**src/rtl/rdmg_ram.sv**
```systemverilog
// ----------------------------------------------------------------------------
// rdmg_ram
// Generic single-write, single-read RAM with registered read data.
// ----------------------------------------------------------------------------
`default_nettype none

module rdmg_ram #(
  parameter int WIDTH = 8,
  parameter int DEPTH = 256,
  localparam int AW = (DEPTH > 1) ? $clog2(DEPTH) : 1
) (
  input  logic             clk_i,
  input  logic             we_i,
  input  logic [AW-1:0]    waddr_i,
  input  logic [WIDTH-1:0] wdata_i,
  input  logic [AW-1:0]    raddr_i,
  output logic [WIDTH-1:0] rdata_o
);

  logic [WIDTH-1:0] mem_q [DEPTH];
  logic [WIDTH-1:0] rdata_q;

  always_ff @(posedge clk_i) begin
    if (we_i) begin
      mem_q[waddr_i] <= wdata_i;
    end
    rdata_q <= mem_q[raddr_i];
  end

  assign rdata_o = rdata_q;

endmodule

`default_nettype wire

```
**config.mk**
```make
export PLATFORM = sky130hd
export DESIGN_NAME = rdmg_ram
export DESIGN_NICKNAME = d
export VERILOG_FILES = /design/src/rtl/rdmg_ram.sv
export SDC_FILE = /design/constraint.sdc
export NUM_CORES = 2
export LEC_CHECK = 0
export BUFFER_PORTS_ARGS = -buffer_cell sky130_fd_sc_hd__buf_2
export CAP_MARGIN = 30
export CORE_AREA = 2 2 449 451
export DETAILED_ROUTE_END_ITERATION = 10
export DIE_AREA = 0 0 451 453
export SYNTH_ARGS = -nofsm -noshare
export SYNTH_HDL_FRONTEND = slang
export SYNTH_SLANG_ARGS = --single-unit
export TNS_END_PERCENT = 50
```
**constraint.sdc**
```tcl
create_clock -name clk_i -period 3.7 [get_ports clk_i]
set_input_delay 0.555 -clock clk_i [delete_from_list [all_inputs] [get_ports clk_i]]
set_output_delay 0.555 -clock clk_i [all_outputs]
set_load 0.1 [all_outputs]
```
==> results.sh <==
export IMPL_cts_hold_fix_buffers=0
export IMPL_area_fraction_in_compound_gates_after_synthesis_pct=3.42
export IMPL_port_buffers=33
export IMPL_largest_cells_by_area_after_synthesis="sky130_fd_sc_hd__edfxtp_1 (77%), sky130_fd_sc_hd__mux4_2 (13%), sky130_fd_sc_hd__mux2i_1 (1.7%)"
export IMPL_ctsHtreeMaxLevel=4
export IMPL_synthMostInstantiatedCell="sky130_fd_sc_hd__edfxtp_1"
export IMPL_synthDominantAreaCellType="sky130_fd_sc_hd__edfxtp_1"
export IMPL_postCtsResizedCells=0
export IMPL_worstHoldPathType="in -> reg"
export IMPL_combined_area_of_all_synthesized_cells_mm2=0.0796
export IMPL_cts_clock_pin_slew_for_the_worst_setup_and_hold_paths_ns=0.06
export IMPL_grt_start_max_net_pins=113
export IMPL_total_leakage_power_nw=28.9
export IMPL_fp_dieArea_mm2=0.204
export IMPL_place_area_mm2=0.0853
export IMPL_vdd_drop_max_mv=0.458
export IMPL_cp_data_required_time_ns=4.38
export IMPL_layout_cell_area_non_filler_mm2=0.0919
export IMPL_synthArstFlopShare_pct=0
export IMPL_worst_case_clock_buffer_depth=3
export IMPL_grt_first_pass_wirelength_um=292000
export IMPL_end_kind="flop"
export IMPL_area_growth_syn_to_layout_pct=15.5
export IMPL_synth_yosys_seq_area_share_pct=77.5
export IMPL_critical_path_peak_fanout=1
export IMPL_floorplan_die_height_um=453
export IMPL_drv_slew=0
export IMPL_floorplan_core_area_mm2=0.199
export IMPL_vias=39505
export IMPL_clock_sinks=2056
export IMPL_firstDrtPassIters=6
export IMPL_timing_final_crit_period_ns=2.84
export IMPL_cellPowerDensity_mw_per_mm2=525
export IMPL_max_stage_delay_ns=0.73
export IMPL_ios=34
export IMPL_synth_commonest_cells="sky130_fd_sc_hd__edfxtp_1 (2048), sky130_fd_sc_hd__mux4_2 (454), sky130_fd_sc_hd__nor2_1 (282), sky130_fd_sc_hd__mux2i_1 (134), sky130_fd_sc_hd__a22oi_1 (133)"
export IMPL_ys_warn_count=0
export IMPL_cts_repair_timing_setup_buffer_count=0
export IMPL_finish_utilization_pct=46.1
export IMPL_timing_hold_violations_final=0
export IMPL_netlist_area_leader_share_pct=77.3
export IMPL_post_synth_inst_count=3733
export IMPL_wl_per_cell_um=29.0
export IMPL_worst_path_max_delay_cell="sky130_fd_sc_hd__nor3_1"
export IMPL_whs_ns=0.185
export IMPL_synth_edff_count=2048
export IMPL_routed_wirelength_um=203000
export IMPL_synth_xor_xnor_area_share_pct=0
export IMPL_timing_critical_path_from="mem_q[83][6]"
export IMPL_critical_path_arrival_ns=3.52
export IMPL_timing_critical_path_cells="mux4_2, a22o_1, a221oi_2, o32ai_2, nor3_1, nor4_2"
export IMPL_synth_seq_cells=2056
export IMPL_critical_path_top_delay_family="compound AO/OA/AOI/OAI gates"
export IMPL_drc=0
export IMPL_timing_rr_start="mem_q[83][6]"
export IMPL_synth_cell_type_count=55
export IMPL_worst_setup_start_kind="flop"
export IMPL_start_util_pct=39.9
export IMPL_clock_skew_final_ns=0.0566
export IMPL_fill_cell_total_of_the_finished_layout=16441
export IMPL_criticalPathCategory="reg -> reg"
export IMPL_relSlewSlack_pct=32.0
export IMPL_grt_pass1_vias=40093
export IMPL_dp_final_hpwl_um=128000
export IMPL_synthMuxAreaShare_pct=14.6
export IMPL_path_buf_inv=0
export IMPL_unrepaired_setup_endpoints_after_global_routing="no"
export IMPL_gp_congestion=0.836
export IMPL_detail_route_iter0_violations=4525
export IMPL_antenna_violations_before_repair=12
export IMPL_finalNetCount=4176
export IMPL_combinational_family_with_the_most_area_after_synthesis="multiplexers"
export IMPL_global_route_overflow_total=0
export IMPL_detail_route_antenna_nets=0
export IMPL_setup_tns_ns=0
export IMPL_max_cap_violations=0
export IMPL_drive_above_1_share_pct=27.7
export IMPL_clock_latency_ns=0.87
export IMPL_rows=164
export IMPL_simple_gate_share_of_the_synthesized_area_pct=2.63
export IMPL_status="complete, no violations"
export IMPL_synthAdderAreaFrac_pct=0
export IMPL_setup_violations=0
export IMPL_clock_tree_root_cell="sky130_fd_sc_hd__clkbuf_16"
export IMPL_fp_dieW_um=451
export IMPL_cts_tree="yes"
export IMPL_synth_net_count=3759
export IMPL_detail_route_vias_per_cell=5.65
export IMPL_worstMarginPinSlew_ns=1.01
export IMPL_fmaxAchievable_ghz=0.352
export IMPL_final_period_utilization_pct=76.8
export IMPL_cts_buffers_inserted=203
export IMPL_min_from="wdata_i[6]"
export IMPL_main_synth_ff_type="sky130_fd_sc_hd__edfxtp_1"
export IMPL_avgSynthCellArea_um2=21.3
export IMPL_gr_usage_all_layers_pct=19.8
cell usage in the layout (no fill, tap or decap), types with 8 or more instances in the layout:
cell / n
sky130_fd_sc_hd__clkbuf_16: 204
sky130_fd_sc_hd__clkinv_2: 42
sky130_fd_sc_hd__a21oi_1: 96
sky130_fd_sc_hd__dfxtp_1: 8
sky130_fd_sc_hd__a221oi_1: 13
sky130_fd_sc_hd__nand2_1: 33
sky130_fd_sc_hd__clkbuf_1: 50
sky130_fd_sc_hd__mux4_2: 454
sky130_fd_sc_hd__nor2_1: 279
sky130_fd_sc_hd__nand2b_1: 8
sky130_fd_sc_hd__nand3_1: 34
sky130_fd_sc_hd__buf_8: 11
sky130_fd_sc_hd__buf_12: 41
sky130_fd_sc_hd__clkinv_1: 54
sky130_fd_sc_hd__a22o_1: 8
sky130_fd_sc_hd__buf_2: 21
sky130_fd_sc_hd__nand4_1: 10
sky130_fd_sc_hd__nor2b_1: 28
sky130_fd_sc_hd__o221ai_1: 46
sky130_fd_sc_hd__nor3_1: 22
sky130_fd_sc_hd__a22oi_1: 133
sky130_fd_sc_hd__bufinv_16: 11
sky130_fd_sc_hd__clkinv_16: 10
sky130_fd_sc_hd__o22ai_1: 28
sky130_fd_sc_hd__o211ai_1: 10
sky130_fd_sc_hd__mux2i_1: 134
sky130_fd_sc_hd__o21ai_0: 10
sky130_fd_sc_hd__a211oi_1: 16
sky130_fd_sc_hd__buf_4: 371
sky130_fd_sc_hd__edfxtp_1: 2048
sky130_fd_sc_hd__nor4_1: 24
routing by layer:
metal	wire length [um]	part of all wire [%]	GRT usage (%)	up-vias
met3	14800	7.3	3.63	317
li1	-	-	-	16563
met1	83100	41	27.3	21093
met4	7060	3.5	6.77	0
met5	0	0	0	-
met2	97800	48	31.7	1532
cells by family after synthesis:
logic type      after synthesis
buf+inv                     235
compound gates              385
flops                      2056
mux                         591
simple gates                466
through the flow:
step / setup slack (ns) / cells / power [mW]
2_1_floorplan: 1.21 / 3733 / 27.6
3_3_place_gp: 0.122 / 6598 / 28.8
3_5_place_dp: 0.126 / 6599 / 28.8
4_1_cts: 0.936 / 6982 / 48.6
5_1_grt: 0.781 / 6989 / 49.6
6_report: 0.860 / 6989 / 48.3
final timing paths:
path / end / slack [ns] / depth (start not counted)
worst min register to register: rdata_o[7] / 1.17 / 6
worst max-delay path: rdata_o[6] / 0.86 / 6
worst max register to register: rdata_o[6] / 0.86 / 6
worst min-delay path: mem_q[202][6] / 0.19 / 1
registers in the layout, indices dropped and copies added (netlist names):
signal	cells
rdata_o	8
mem_q	2048
power breakdown:
| part | internal (mW) | total [mW] | switching, mW |
|---|---|---|---|
| Clock | 11.1 | 20.0 | 8.88 |
| Combinational | 0.892 | 2.56 | 1.66 |
| Sequential | 25.7 | 25.7 | 0.0550 |
cell type report:
class,instances,area [um^2],share of cell area (%)
diodes,5,12.5,0.0136
clock buffers,259,5360,5.84
clock inverters,124,1120,1.22
inverters,2,7.51,0.00817
multi-input cells,1442,16500,17.9
flip-flops and latches,2056,61700,67.1
well taps,2656,3320,3.62
repair buffers,445,3890,4.23
Power figures use the tool's default switching activity.
