$ cat config.mk
export PLATFORM = sky130hd
export DESIGN_NAME = rdmg_modc
export DESIGN_NICKNAME = d
export VERILOG_FILES = /design/src/rtl/rdmg_pkg.sv /design/src/rtl/rdmg_modc.sv
export SDC_FILE = /design/constraint.sdc
export NUM_CORES = 1
export LEC_CHECK = 0
export ABC_AREA = 1
export BUFFER_PORTS_ARGS = -buffer_cell sky130_fd_sc_hd__buf_2
export CAP_MARGIN = 40
export CORE_UTILIZATION = 38
export CTS_BUF_LIST = sky130_fd_sc_hd__clkbuf_8
export CTS_CLUSTER_DIAMETER = 50
export DETAILED_ROUTE_END_ITERATION = 6
export PLACE_DENSITY_LB_ADDON = 0.12
export SYNTH_ARGS = -nofsm -noshare
export SYNTH_HDL_FRONTEND = slang
export SYNTH_SLANG_ARGS = --single-unit
$ cat constraint.sdc
create_clock -name clk_i -period 12.7 [get_ports clk_i]
set_clock_uncertainty 0.2 [all_clocks]
set_input_delay 1.27 -clock clk_i [delete_from_list [all_inputs] [get_ports clk_i]]
set_output_delay 1.27 -clock clk_i [all_outputs]
set_load 0.005 [all_outputs]
$ cat src/rtl/rdmg_pkg.sv
// ----------------------------------------------------------------------------
// rdmg_pkg
// Shared widths, codes and helper functions of the maze generator.
// ----------------------------------------------------------------------------
`default_nettype none

package rdmg_pkg;

  localparam int ACTION_W  = 2;
  localparam int RAND_W    = 31;
  localparam int COORD_W   = 4;
  localparam int DIR_W     = 2;
  localparam int SIDES_W   = 4;
  localparam int PCT_W     = 7;
  localparam int PCT_MOD   = 100;
  localparam logic [PCT_W-1:0] PCT_RESET = 7'd30;

  typedef enum logic [ACTION_W-1:0] {
    ACT_START  = 2'd0,
    ACT_STEP   = 2'd1,
    ACT_READ   = 2'd2,
    ACT_REVEAL = 2'd3
  } action_e;

  typedef enum logic [DIR_W-1:0] {
    DIR_UP    = 2'd0,
    DIR_DOWN  = 2'd1,
    DIR_RIGHT = 2'd2,
    DIR_LEFT  = 2'd3
  } dir_e;

  function automatic logic [SIDES_W-1:0] side_mask(input logic [DIR_W-1:0] d);
    return SIDES_W'(1) << d;
  endfunction

  function automatic logic [2:0] popcount4(input logic [3:0] v);
    return 3'(v[0]) + 3'(v[1]) + 3'(v[2]) + 3'(v[3]);
  endfunction

  // sel-th set bit of avail, lowest first
  function automatic logic [DIR_W-1:0] pick_dir(input logic [3:0] avail,
                                                input logic [1:0] sel);
    logic [2:0]       cnt;
    logic             found;
    logic [DIR_W-1:0] d;
    cnt   = '0;
    found = 1'b0;
    d     = '0;
    for (int i = 0; i < 4; i++) begin
      if (avail[i]) begin
        if (!found && cnt == {1'b0, sel}) begin
          d     = DIR_W'(i);
          found = 1'b1;
        end
        cnt = cnt + 3'd1;
      end
    end
    return d;
  endfunction

endpackage

`default_nettype wire

$ cat src/rtl/rdmg_modc.sv
// ----------------------------------------------------------------------------
// rdmg_modc
// Remainder of a random word by a constant: reciprocal multiply, back
// multiply and subtract, final correction, each step registered.
// ----------------------------------------------------------------------------
`default_nettype none

module rdmg_modc import rdmg_pkg::*; #(
  parameter int DIV = 100,
  localparam int RW = $clog2(DIV)
) (
  input  logic              clk_i,
  input  logic [RAND_W-1:0] x_i,
  output logic [RW-1:0]     r_o
);

  localparam int K  = RAND_W + RW;
  localparam int MW = RAND_W + 2;
  localparam logic [63:0] MUL = ((64'd1 << K) + 64'(DIV) - 64'd1) / 64'(DIV);

  logic [RAND_W-1:0] x1_q;
  logic [63:0]       p_q;
  logic [63-K:0]     quo;
  logic [RAND_W-1:0] qd;
  logic [RAND_W-1:0] rem;
  logic [RW:0]       r2_q;
  logic [RW-1:0]     r_q;

  assign quo = p_q[63:K];
  assign qd  = RAND_W'(quo * DIV);
  assign rem = x1_q - qd;

  always_ff @(posedge clk_i) begin
    x1_q <= x_i;
    p_q  <= x_i * MUL[MW-1:0];
    r2_q <= rem[RW:0];
    r_q  <= (r2_q >= (RW+1)'(DIV)) ? RW'(r2_q - (RW+1)'(DIV)) : r2_q[RW-1:0];
  end

  // x1_q and p_q belong to the same word
  assign r_o = r_q;

endmodule

`default_nettype wire

==> flow_summary.toml, run 1 <==
[setup_path]
crit_family = "adder cells"
criticalPathCategory = "in -> reg"
required_ns = 12.67
start_kind = "input port"
crit_chain = "buf_2, inv_1, fa_1, inv_1, ha_1, fa_1, inv_1, fa_1, inv_1, fa_1, fa_1, fa_1, inv_1, fa_1, inv_1, ha_1, nand2_1, nor2_2, nand3_1, nor2_2, nand4_1, nand4_1, nand2_1"
r2r-start = "p_q[39]$_DFF_P_"
path_max_fanout = 9
slowest_stage = "fa_1"
cp_common_cell = "fa_1"
reg2reg_to = "r2_q[7]$_DFF_P_"
reg2regPathDepth = 7
arrival_ns = 7.33
crit_path_end_kind = "flip-flop"
path_buf_inv = 7
crit_path_max_incr_delay_ns = 0.64
r2r_slack_ns = 10.54

[sta]
rsz0062_at_grt = "no"
timing.fmax_ghz = 0.1358
finalHoldViolCount = 0
period_minus_slack_ns = 7.362
setup-violations-final = 0
setup_tns_ns = 0
tightest_slew_ns = 0.5381
slew-limit-headroom_pct = 63.75
finalMaxSlewViolations = 0
layout_worst_path_cycle_share_pct = 57.97

[clocking]
htree_levels = 2
cts_root_buffer = "clkbuf_8"
cts_tree = "built"
hold_buffers = 0
cts_sinks = 29
max-clock-path-buffers = 2
cts_resized = 0
clk_pin_slew_ns = 0.08
post-cts-setup-buffers = 0
cts_buffers = 5
clk-insertion-delay-late_ns = 0.30

[synth]
synth_cells = 1658
synth_top_family_by_area = "adder cells"
synth_compound_area_share_pct = 2.942
yosys_warnings = 0
avgSynthCellArea_um2 = 8.746
ys_seq_area_share_pct = 4.003
synth.area.mux_share_pct = 0
ys_ff_latch = 29
synth_xor_area_share_pct = 1.087
yosys.area_share.simple_pct = 8.680
ys_types = 30
synth_fa_ha_area_share_pct = 66.07
netlist_area_mm2 = 0.01450
synth_nets = 2271

[worst_hold_path]
hold_depth = 0
worstHoldPathType = "reg -> reg"
hold_start = "x1_q[0]$_DFF_P_"
hold_end = "r2_q[0]$_DFF_P_"

[floorplan]
die_w_um = 197.4
rows = 71
dieArea_mm2 = 0.03895
ioPinCount = 39
start_util_pct = 38.59
core_area_mm2 = 0.03758
die_h_um = 197.4

[placed_design]
gp_congestion = 0.8812
portBuffers = 38
hpwl_um = 37410
placed_cell_area_mm2 = 0.01533
dp.cells = 2207

[layout]
drive_gt1_share_pct = 4.225
final_common_cell = "inv_1"
area_growth_syn_to_layout_pct = 6.643
n_fill_cell = 3879
nets = 2316
final_core_util_pct = 41.15
diodes = 0
post-route-cell-area_mm2 = 0.01546
stdcell_count = 2215
final_cell_mix = "inv_1, fa_1, ha_1, nand2_1, a21oi_1"

[detailed_routing]
wl_per_cell_um = 18.50
drt-initial-drc-count = 421
firstDrtPassIters = 4
vias = 9805
drc = 0
wl_um = 40970
drt-vias-per-instance = 4.427
postRouteAntennaNets = 0

[global_routing]
grt_pass1_vias = 11085
grtUsageTotal_pct = 22.96
grt_overflow = 0
grt_pass1_wl_um = 65290
grt_max_degree = 12
antenna_found_initial = 0

[flow_run]
drv_cap = 0

[outcome]
status = "completed"
## kinds of logic (layout without fill, tap and decap cells)
kind of cell / Yosys count / count (layout)
flops: 29 / 29
compound gates: 75 / 75
xor+xnor: 18 / 18
buf+inv: 665 / 711
fa+ha+maj: 581 / 581
simple gates: 290 / 290
## through the flow
| stage | hold slack (ns) | setup slack [ns] |
|---|---|---|
| final | 0.1487 | 5.338 |
| after global routing | 0.1525 | 5.010 |
| after CTS | 0.1541 | 5.386 |
| after detailed placement | 0.1348 | 5.087 |
| after global placement | 0.1520 | 5.166 |
| after floorplan | 0.1096 | 5.960 |
## metal layers
layer	up-vias	global-route usage, %	part of all wire, %
li1	4820	-	-
met1	4782	33.08	49
met2	168	36.68	44
met3	35	2.834	4.0
met4	0	5.168	2.6
met5	-	0	0
## worst register-to-register path, stage by stage, from the launching register on
cell     delay [ns]
dfxtp_1        0.43
ha_1           0.27
ha_1           0.28
ha_1           0.28
inv_1          0.04
ha_1           0.29
a21oi_1        0.18
xnor2_1        0.13
## layout make-up
class                           count  area [µm²]  share of cell area (%)
Timing Repair Buffer               38       190.2                   1.230
Clock buffer                        5       68.82                  0.4450
Inverter                          665        2496                   16.14
Tap cell                          511       639.4                   4.134
Clock inverter                      3       65.06                  0.4207
Sequential cell                    29       580.6                   3.754
Multi-Input combinational cell    964       11420                   73.88
## worst max path at each step
stage               slack [ns]              end  cells past startpoint    from
floorplan                 5.96  p_q[41]$_DFF_P_                     25  x_i[4]
global placement          5.17  p_q[41]$_DFF_P_                     23  x_i[4]
detailed placement        5.09  p_q[41]$_DFF_P_                     23  x_i[4]
CTS                       5.39  p_q[41]$_DFF_P_                     23  x_i[4]
global route              5.01  p_q[41]$_DFF_P_                     23  x_i[4]
finish                    5.34  p_q[41]$_DFF_P_                     23  x_i[4]
## flip-flops by register name (all words and copies together) (netlist names)
name  count
p_q       6
r_o       7
r2_q      8
x1_q      8
## cells in the mapped netlist, drive strengths merged
library cell  instances  area (µm²)
nor2                 53       236.5
nand2               182       698.2
nand3                31       165.2
xor2                  7       61.31
nand3b                5       37.54
a41oi                 1       8.760
nand4                 9       56.30
o21ai                16       80.07
a21o                  7       52.55
a21oi                42       214.0
ha                  273        3416
xnor2                11       96.34
inv                 665        2496
fa                  308        6166
nor3b                 1       12.51
and2                  1       6.260
nand2b                1       6.260
o21bai                7       56.30
dfxtp                29       580.6
nor3                  7       40.04
o21a                  2       15.01
Power of run 1 is not shown: default switching activity piles up to over one toggle a cycle in this logic, so the estimate is an artifact.
==> inputs of run 2 (changes only) <==
Clock period 12.7 ns to 5.9 ns, I/O delays scaled along.
==> run 2 against run 1 <==
The flow now finishes with violations (negative setup slack). Die area unchanged. Worst setup slack got worse by 5.5 ns. Utilization grew 6.9 points. Design area up 17%. Flip-flop and latch count unchanged. Critical path depth increased by 1. Register-to-register slack got worse by 7.0 ns. Sequential share of layout area is 0.54 points lower. Global-route usage is 0.99 points higher. Final cell count grew 9.4%. First-iteration DRC count fell by 0.24%. Highest routed layer unchanged.
==> flow_summary.toml, run 2 (same netlist as run 1, synthesis figures left out) <==
[outcome]
status = "finished, violations left"
violations = "negative setup slack"

[global_routing]
antenna_found_initial = 0
grt_pass1_wl_um = 68770
grt.busiest_layer = "met2"
gr-usage-met1_pct = 34.10
gr-usage-met3_pct = 2.868
grtUsageTotal_pct = 23.94
grt_use_met2_pct = 39.79
grt_overflow = 0
grt_pass1_vias = 12051
grt_max_degree = 10

[detailed_routing]
drt-vias-per-instance = 4.420
firstDrtPassIters = 5
wl_um = 42940
postRouteAntennaNets = 0
wl_per_cell_um = 17.71
drt-initial-drc-count = 420
drc = 0
vias = 10714

[layout]
diodes = 0
nets = 2525
multi_input_area_mm2 = 0.01235
regArea_um2 = 580.6
area_growth_syn_to_layout_pct = 24.55
final_core_util_pct = 48.06
final_common_cell = "inv_1"
final_cell_mix = "inv_1, fa_1, ha_1, buf_4, nand2_1"
drive_gt1_share_pct = 23.05
n_fill_cell = 3704

[flow_run]
drv_cap = 0

[clocking]
cts_sinks = 29
hold_buffers = 0
clk-insertion-delay-late_ns = 0.28
clk_pin_slew_ns = 0.07
htree_levels = 2
cts_root_buffer = "clkbuf_8"
cts_tree = "built"
max-clock-path-buffers = 2
cts_buffers = 5

[placed_design]
portBuffers = 38
gp_congestion = 0.9290
hpwl_um = 39850

[sta]
rsz0062_at_grt = "yes"
tightest_slew_ns = 0.6370
slew-limit-headroom_pct = 57.09
period_minus_slack_ns = 6.020
setup_tns_ns = -0.4881
finalMaxSlewViolations = 0
finalHoldViolCount = 0
setup-violations-final = 6
timing.fmax_ghz = 0.1661
fin_ws_ns = -0.1196
layout_worst_path_cycle_share_pct = 102.0

[floorplan]
ioPinCount = 39
dieArea_mm2 = 0.03895
rows = 71
die_w_um = 197.4
start_util_pct = 38.59
core_area_mm2 = 0.03758
die_h_um = 197.4

[worst_hold_path]
worstHoldPathType = "reg -> reg"

[setup_path]
crit_path_end_kind = "flip-flop"
reg2reg_to = "r2_q[7]$_DFF_P_"
cp-startpoint = "x_i[12]"
start_kind = "input port"
r2r-start = "p_q[39]$_DFF_P_"
reg2regPathDepth = 7
path_max_fanout = 6
criticalPathCategory = "in -> reg"
critPathCapture = "p_q[39]$_DFF_P_"
r2r_slack_ns = 3.58
arrival_ns = 6.00
required_ns = 5.88
-- run 2: per-layer routing --
layer  vias to the layer above  routed length [µm]
li1                       5250                   -
met4                         0                 691
met3                        20                1472
met5                         -                   0
met1                      5292               20880
met2                       152               19900
-- run 2: through the flow --
step | cell area, µm² | setup WS (ns) | instances | hold WS [ns]
after floorplan | 14550 | 0.002462 | 1658 | 0.1096
after global placement | 16910 | -0.6849 | 2408 | 0.1113
after detailed placement | 16910 | -0.7373 | 2408 | 0.1121
after CTS | 17840 | -0.1026 | 2422 | 0.1275
after global routing | 18060 | -0.3055 | 2424 | 0.1480
final | 18060 | -0.1196 | 2424 | 0.1272
-- run 2: final cells by class --
type	count	share of cell area, %
clock inverter	3	0.07620
sequential	29	3.214
multi-input combinational	964	68.35
inverter	665	13.86
tap	511	3.540
clock buffer	5	0.3810
timing repair buffer	247	10.58
-- run 2: worst min path at each step --
stage,from,end,slack [ns],cells after the start
after floorplan,x1_q[0]$_DFF_P_,r2_q[0]$_DFF_P_,0.11,0
after global placement,x1_q[1]$_DFF_P_,r2_q[1]$_DFF_P_,0.11,0
after detailed placement,x1_q[1]$_DFF_P_,r2_q[1]$_DFF_P_,0.11,0
after CTS,x1_q[1]$_DFF_P_,r2_q[1]$_DFF_P_,0.13,0
after global routing,x1_q[0]$_DFF_P_,r2_q[0]$_DFF_P_,0.15,0
final,x1_q[1]$_DFF_P_,r2_q[1]$_DFF_P_,0.13,0
-- run 2: worst max-delay path, cell delays in order --
cell and delay (ns):
buf_12 0.12, buf_8 0.12, ha_4 0.25, inv_2 0.03
fa_1 0.57, inv_1 0.07, fa_1 0.50, inv_1 0.05
fa_1 0.47, inv_1 0.05, fa_2 0.53, fa_2 0.43
fa_1 0.50, inv_2 0.04, fa_1 0.54, inv_2 0.05
ha_4 0.30, nand2_4 0.07, nor2_4 0.14, nand2_1 0.09
nor2_2 0.13, nand4_1 0.15, nand4_1 0.14, nand2_1 0.06
-- run 2: timing repair --
item,4_1_cts,5_1_grt
setup endpoints to repair,6,6
buffers inserted,6,2
gates cloned,0,0
resized for setup,178,48
pin swaps,105,46
Power of run 2 is left out for the same reason.
